### config.mk
export PLATFORM = sky130hd
export DESIGN_NAME = lfpq_cell
export DESIGN_NICKNAME = d
export VERILOG_FILES = /design/src/rtl/lfpq_pkg.sv /design/src/rtl/lfpq_cell.sv
export SDC_FILE = /design/constraint.sdc
export NUM_CORES = 1
export LEC_CHECK = 0
export ABC_AREA = 1
export BUFFER_PORTS_ARGS = -buffer_cell sky130_fd_sc_hd__buf_2
export CAP_MARGIN = 30
export CORE_AREA = 2 2 105 107
export CTS_CLUSTER_DIAMETER = 120
export DETAILED_ROUTE_END_ITERATION = 8
export DIE_AREA = 0 0 107 109
export GPL_ROUTABILITY_DRIVEN = 0
export PLACE_DENSITY_LB_ADDON = 0.1
export SLEW_MARGIN = 20
export SYNTH_ARGS = -nofsm -noshare
export SYNTH_HDL_FRONTEND = slang
export SYNTH_SLANG_ARGS = --single-unit
export TNS_END_PERCENT = 100
### constraint.sdc
create_clock -name clk -period 4.3 [get_ports clk]
set_input_delay 0.645 -clock clk [delete_from_list [all_inputs] [get_ports clk]]
set_output_delay 0.645 -clock clk [all_outputs]
set_load 0.02 [all_outputs]
### src/rtl/lfpq_pkg.sv
// Shared types and constants for the lexicographic FIFO priority queue.
// Used by lfpq_cell and lexicographic_fifo_priority_queue_core; no dependencies.
package lfpq_pkg;

  localparam int KEY_FIELDS = 3;
  localparam int KEY_W      = 16;
  localparam int HANDLE_W   = 16;
  localparam int CMD_W      = 2;
  localparam int STATUS_W   = 2;
  localparam int OCC_W      = 7;
  localparam int KEYS_W     = KEY_FIELDS * KEY_W;

  localparam logic [CMD_W-1:0] CMD_INSERT = 2'd0;
  localparam logic [CMD_W-1:0] CMD_REMOVE = 2'd1;
  localparam logic [CMD_W-1:0] CMD_CLEAR  = 2'd2;
  localparam logic [CMD_W-1:0] CMD_QUERY  = 2'd3;

  localparam logic [STATUS_W-1:0] STATUS_OK    = 2'd0;
  localparam logic [STATUS_W-1:0] STATUS_EMPTY = 2'd1;
  localparam logic [STATUS_W-1:0] STATUS_FULL  = 2'd2;

  localparam logic [1:0] CFG_KEYS_IN_USE   = 2'd0;
  localparam logic [1:0] CFG_RELIABLE_MASK = 2'd1;
  localparam logic [1:0] CFG_UNSAFE_PRUNE  = 2'd2;

  // The key is stored with the first evaluator value in the top bits, so a
  // plain magnitude compare of the whole word is the lexicographic order.
  typedef struct packed {
    logic [KEYS_W-1:0]   key;
    logic [HANDLE_W-1:0] handle;
  } entry_t;

  // What a cell shows its neighbors.
  typedef struct packed {
    logic   valid;
    logic   ins_here;
    entry_t ent;
  } nbr_t;

  // Operation broadcast to every cell in the chain.
  typedef struct packed {
    logic ins;
    logic rem;
    logic clr;
  } cell_ctl_t;

endpackage

### src/rtl/lfpq_cell.sv
// One cell of the sorted chain: holds one entry and its valid bit.
// Depends on lfpq_pkg; instantiated in a row by the top level.
module lfpq_cell (
  input  logic              clk,
  input  logic              rst,
  input  lfpq_pkg::cell_ctl_t ctl,
  input  lfpq_pkg::entry_t  new_ent,
  input  lfpq_pkg::nbr_t    left,
  input  lfpq_pkg::nbr_t    right,
  output lfpq_pkg::nbr_t    self
);
  import lfpq_pkg::*;

  logic   valid;
  entry_t ent;

  // A new entry belongs at or before this cell when the cell is empty or its
  // key is strictly greater, so equal keys keep their arrival order.
  assign self.valid    = valid;
  assign self.ent      = ent;
  assign self.ins_here = !valid || (ent.key > new_ent.key);

  always_ff @(posedge clk) begin
    if (rst) begin
      valid <= 1'b0;
    end else if (ctl.clr) begin
      valid <= 1'b0;
    end else if (ctl.ins) begin
      valid <= valid || left.valid;
    end else if (ctl.rem) begin
      valid <= right.valid;
    end
  end

  always_ff @(posedge clk) begin
    if (ctl.ins) begin
      if (left.ins_here) begin
        ent <= left.ent;
      end else if (self.ins_here) begin
        ent <= new_ent;
      end
    end else if (ctl.rem) begin
      ent <= right.ent;
    end
  end

endmodule

* After elaboration in Yosys (flattened, before gate mapping)
Cells that the tools add are included.
Cells by class: reduce and logical (&&, ||, !) cells 6, order comparisons 1, $mul 0, muxes and demuxes 6, add/sub/neg operators 0, divide/modulo/power cells 0, shift-type cells 0, bitwise logic cells 0, eq/ne operators 1
Operators with widths (number):
- two-way mux 64 bit | 4
- > comparator 48 bit | 1
- != test 3 x 1 -> 1 bit, second input constant | 1
- logical OR 1 bit | 2
- two-way mux 1 bit | 2
- AND reduction 2 bit | 1
- nonzero test 2 bit | 1
- OR reduction 2 bit | 1
- logical NOT 1 bit | 1
Word-level totals: bits in read-only memories 0, bits in latches 0, memories kept 0, word-level logic and storage cells 17, output and inout port bits 66, register bits 65, bits in writable memories 0, input port bits 201

* Longest topological paths before layout
word-level depth 5, mapped depth 17, mapped depth without buffers 17

* Worst setup path after synthesis
No wires, ideal clock.
kind input to register, start input new_ent[55] in the netlist's numbering, end register ent, in the netlist self[0] (enable), library setup time 0.418 ns, buffers on the path 0, data required time 3.882 ns, arrival time 2.966 ns, stages on the path 14, path slack 0.916 ns, cell sequence inv_1 ha_1 nand2_1 nor2_2 nand3b_1 nor2_2 inv_2 nor2_4 nand2_2 nand3_2 nand2_2 nand3_2 nand2_1 inv_1
Between the ends: cells in the longest elaborated chain, start to end 4
Ends and longest elaborated chain:
- start: declaration | line lfpq_cell.sv:7 | input lfpq_pkg::entry_t new_ent,
- > comparator 48 bit | line lfpq_cell.sv:21 | assign self.ins_here = !valid || (ent.key > new_ent.key);
- logical OR 1 bit | line lfpq_cell.sv:21
- != test 3 x 1 -> 1 bit (no line)
- AND reduction 2 bit (no line)
- end signal: assignment | line lfpq_cell.sv:38 | ent <= left.ent;
- end signal: assignment | line lfpq_cell.sv:40 | ent <= new_ent;
- end signal: assignment | line lfpq_cell.sv:43 | ent <= right.ent;
- end: declaration | line lfpq_cell.sv:15 | entry_t ent;
Every way passes these cells. A chain may end at the register's enable or synchronous reset.

==> impl_results.md <==
* Vias/cell at 4.91
* GRT overflow at 0
* # hold bufs at CTS at 0
* Endpoints failing setup at 0
* First-pass GRT wire length at 21400 um
* Hold path startpoint: rst
* Syn Inst Count at 584
* Top_reg_cell synth: edfxtp_1
* Initial Util at 0.433
* CORE AREA at between 10000 and 15000 um2
* NetSw at ~0.58 mW
* Async SR Flop Fraction at 0
* Max H-tree Level at 3
* Vias in the first global route at 4742
* Tcrit/Tclk final at 0.643
* Most frequent cell after synthesis: nand2_1
* Ys Warns at 0
* Starting DRT DRC Count at around 240
* Max FO, Critical Path at 2
* Max_cap viols at 0
* Root Buffer: clkbuf_8
* Syn Area/Cell at about 8 um2
* Num CTS Buffers at 9
* Critical path class: flip-flop to output port
* Syn_nets at 833
* R2R Setup Slk at 1.56 ns
* Clock share of power at 0.270
* Hold slack at 0.457 ns
* Post-synth EDFFs at 64
* Clock sinks at 65
* Fin nets at 1086
* Worst min-delay path class: input port to flip-flop
* Initial antenna violation count at 0
* Switching share of power at 0.319
* Row count at 38
* Vias after detailed routing at between 4000 and 5000
* Clock Skews at between 0.01 and 0.015 ns
* TritonCTS clock tree: built
* Fin Setup TNS at 0 ns
* Max rail drop VDD at 0.146 mV
* Cell depth of the worst hold path at 2
* Achievable Freq at approximately 360 MHz
* Die area at between 10000 and 15000 um2
* Hold Fails Final Rpt at 0
* Max incr delay on CP at 0.40 ns
* Power Internal at 1.24 mW
* Global Route Usage Sum at 0.236
* # port buffers at 265
* Top-area cell type share of the netlist area at 0.419
* Slew Limit Headroom at 0.604
* Layout area overhead at 35.2%
* Later-pin clock latency in the skew report at 0.35 ns
* Avg WL per Cell at ~14 um
* Routed Wire Length at ~14000 um
* CTS max path bufs at 2
* Io pins at ~270
* Reg-to-reg startpoint: self[55]
* Setup bufs post-CTS at 0
* Remaining DRCs at 0
* Comb power frac at 0.288
* Pwr dens at 293 nW/um2
* Reg power frac at 0.442
* Worst EP arrival at about 2.1 ns
* Cell Area, Synth at 4590 um2
* Layout cells sized above 1 at 0.357
* Antenna Nets Post-Route at 0
* Synth area leader: edfxtp_1
* Hold Path End: valid
* Post-synthesis register bit count at 65
* Number of distinct library cells after synthesis at 26
* CP Launch Type: flip-flop
* Clock-pin slew on the worst setup and hold paths at 0.07 ns
* Seq/Total Area, Yosys at 0.423
* Die Y at 109 um
* WP buf/inv at 2
* RSZ-0062 raised after global routing: no
* DR pass1 iterations at 4
* Synth top area cells: edfxtp_1 (42%), o21ai_0 (14%), ha_1 (13%), nand2_1 (10%), nor2_1 (6.2%)
* Worst path required time at 3.65 ns
* Antenna diodes at 0
* Most instantiated cells after synthesis: nand2_1 (127), o21ai_0 (125), nor2_1 (76)
* CP Capture Type: output port
* Die X at 107 um
* DPL Wire Length at 10400 um
* CP max-delay cell: edfxtp_1
* Leak at 3.21 nW
* Largest net degree at the start of global routing at 66
* Crit-path cells: ha_1 > nand2_1 > nor2_2 > nand3b_1 > nor2_2 > inv_2 > nor2_4 > nand2_2 > nand3_2 > nand2_2 > nand2_1 > buf_2
* Reg-to-reg endpoint: self[15]
* Slew of the pin with the lowest slew margin at slightly below 0.6 ns
* Slew Limit Fails at 0
* R2R depth at 14
* Outcome: finished, final reports clean
* Cell family with most CP delay: simple AND/OR/NAND/NOR gates
* Post_cts resized at 0
* Min cycle time layout at about 2.8 ns
==> area by class of cell <==
cell class              instances  area [um2]
clock buffers                   9         124
clock inverters                 6        50.0
fillers                      1022        4390
inverters                      67         251
multi-input cells             424        2280
flip-flops and latches         65        1940
well taps                     140         175
repair buffers                270        1390
==> flip-flops by register name, summed over array words and instances, names as in the netlist <==
signal	count
valid	1
self	64
==> cells by family after synthesis <==
group | Yosys count | share of synthesized area
compound gates | 155 | 0.171
fa+ha+maj | 48 | 0.131
buf+inv | 95 | 0.0809
flops | 65 | 0.423
simple gates | 221 | 0.195
==> through the flow <==
step	setup slack [ns]	cells	util	power, mW	area (um2)
final	1.53	981	0.586	1.82	6210
after global routing	1.33	981	0.586	1.93	6210
after CTS	1.48	981	0.586	1.83	6210
after detailed placement	1.15	966	0.569	1.34	6030
after global placement	1.18	965	0.567	1.33	6010
after floorplan	0.916	584	-	1.12	4590
==> layout by cell type (no fill, tap or decap), drive strengths merged <==
master / netlist / layout
clkbuf: 18 / 9
edfxtp: 64 / 64
inv: 67 / 67
nor2: 80 / 80
dfxtp: 1 / 1
o21a: 2 / 2
or2: 1 / 1
a21o: 1 / 1
bufinv: 0 / 1
buf: 10 / 270
o21ai: 131 / 131
nand3: 4 / 4
clkinv: 0 / 5
nor4: 1 / 1
nand3b: 1 / 1
ha: 48 / 48
nand4: 1 / 1
nand2: 131 / 131
nor3: 2 / 2
a21oi: 21 / 21
==> power groups by stage <==
stage	registers [mW]	logic, mW	clock network (mW)
2_1_floorplan	0.897	0.223	0
3_3_place_gp	0.814	0.515	0
4_1_cts	0.805	0.528	0.501
3_5_place_dp	0.818	0.525	0
6_report	0.804	0.523	0.491
5_1_grt	0.812	0.592	0.529
==> worst max-delay path by stage <==
stage	from	to	slack, ns	cells after the start
6_report	self[55]	self[64]	1.53	12
2_1_floorplan	new_ent[55]	self[0]	0.92	14
4_1_cts	self[55]	self[64]	1.48	12
5_1_grt	self[55]	self[15]	1.33	14
3_3_place_gp	new_ent[55]	self[8]	1.18	16
3_5_place_dp	new_ent[55]	self[24]	1.15	16
==> layer usage <==
layer | part of all wire | GRT usage
met3 | 0.076 | 0.0526
met2 | 0.51 | 0.433
met5 | 0 | 0
met1 | 0.40 | 0.272
met4 | 0.019 | 0.0816
Power figures use the tool's default switching activity.
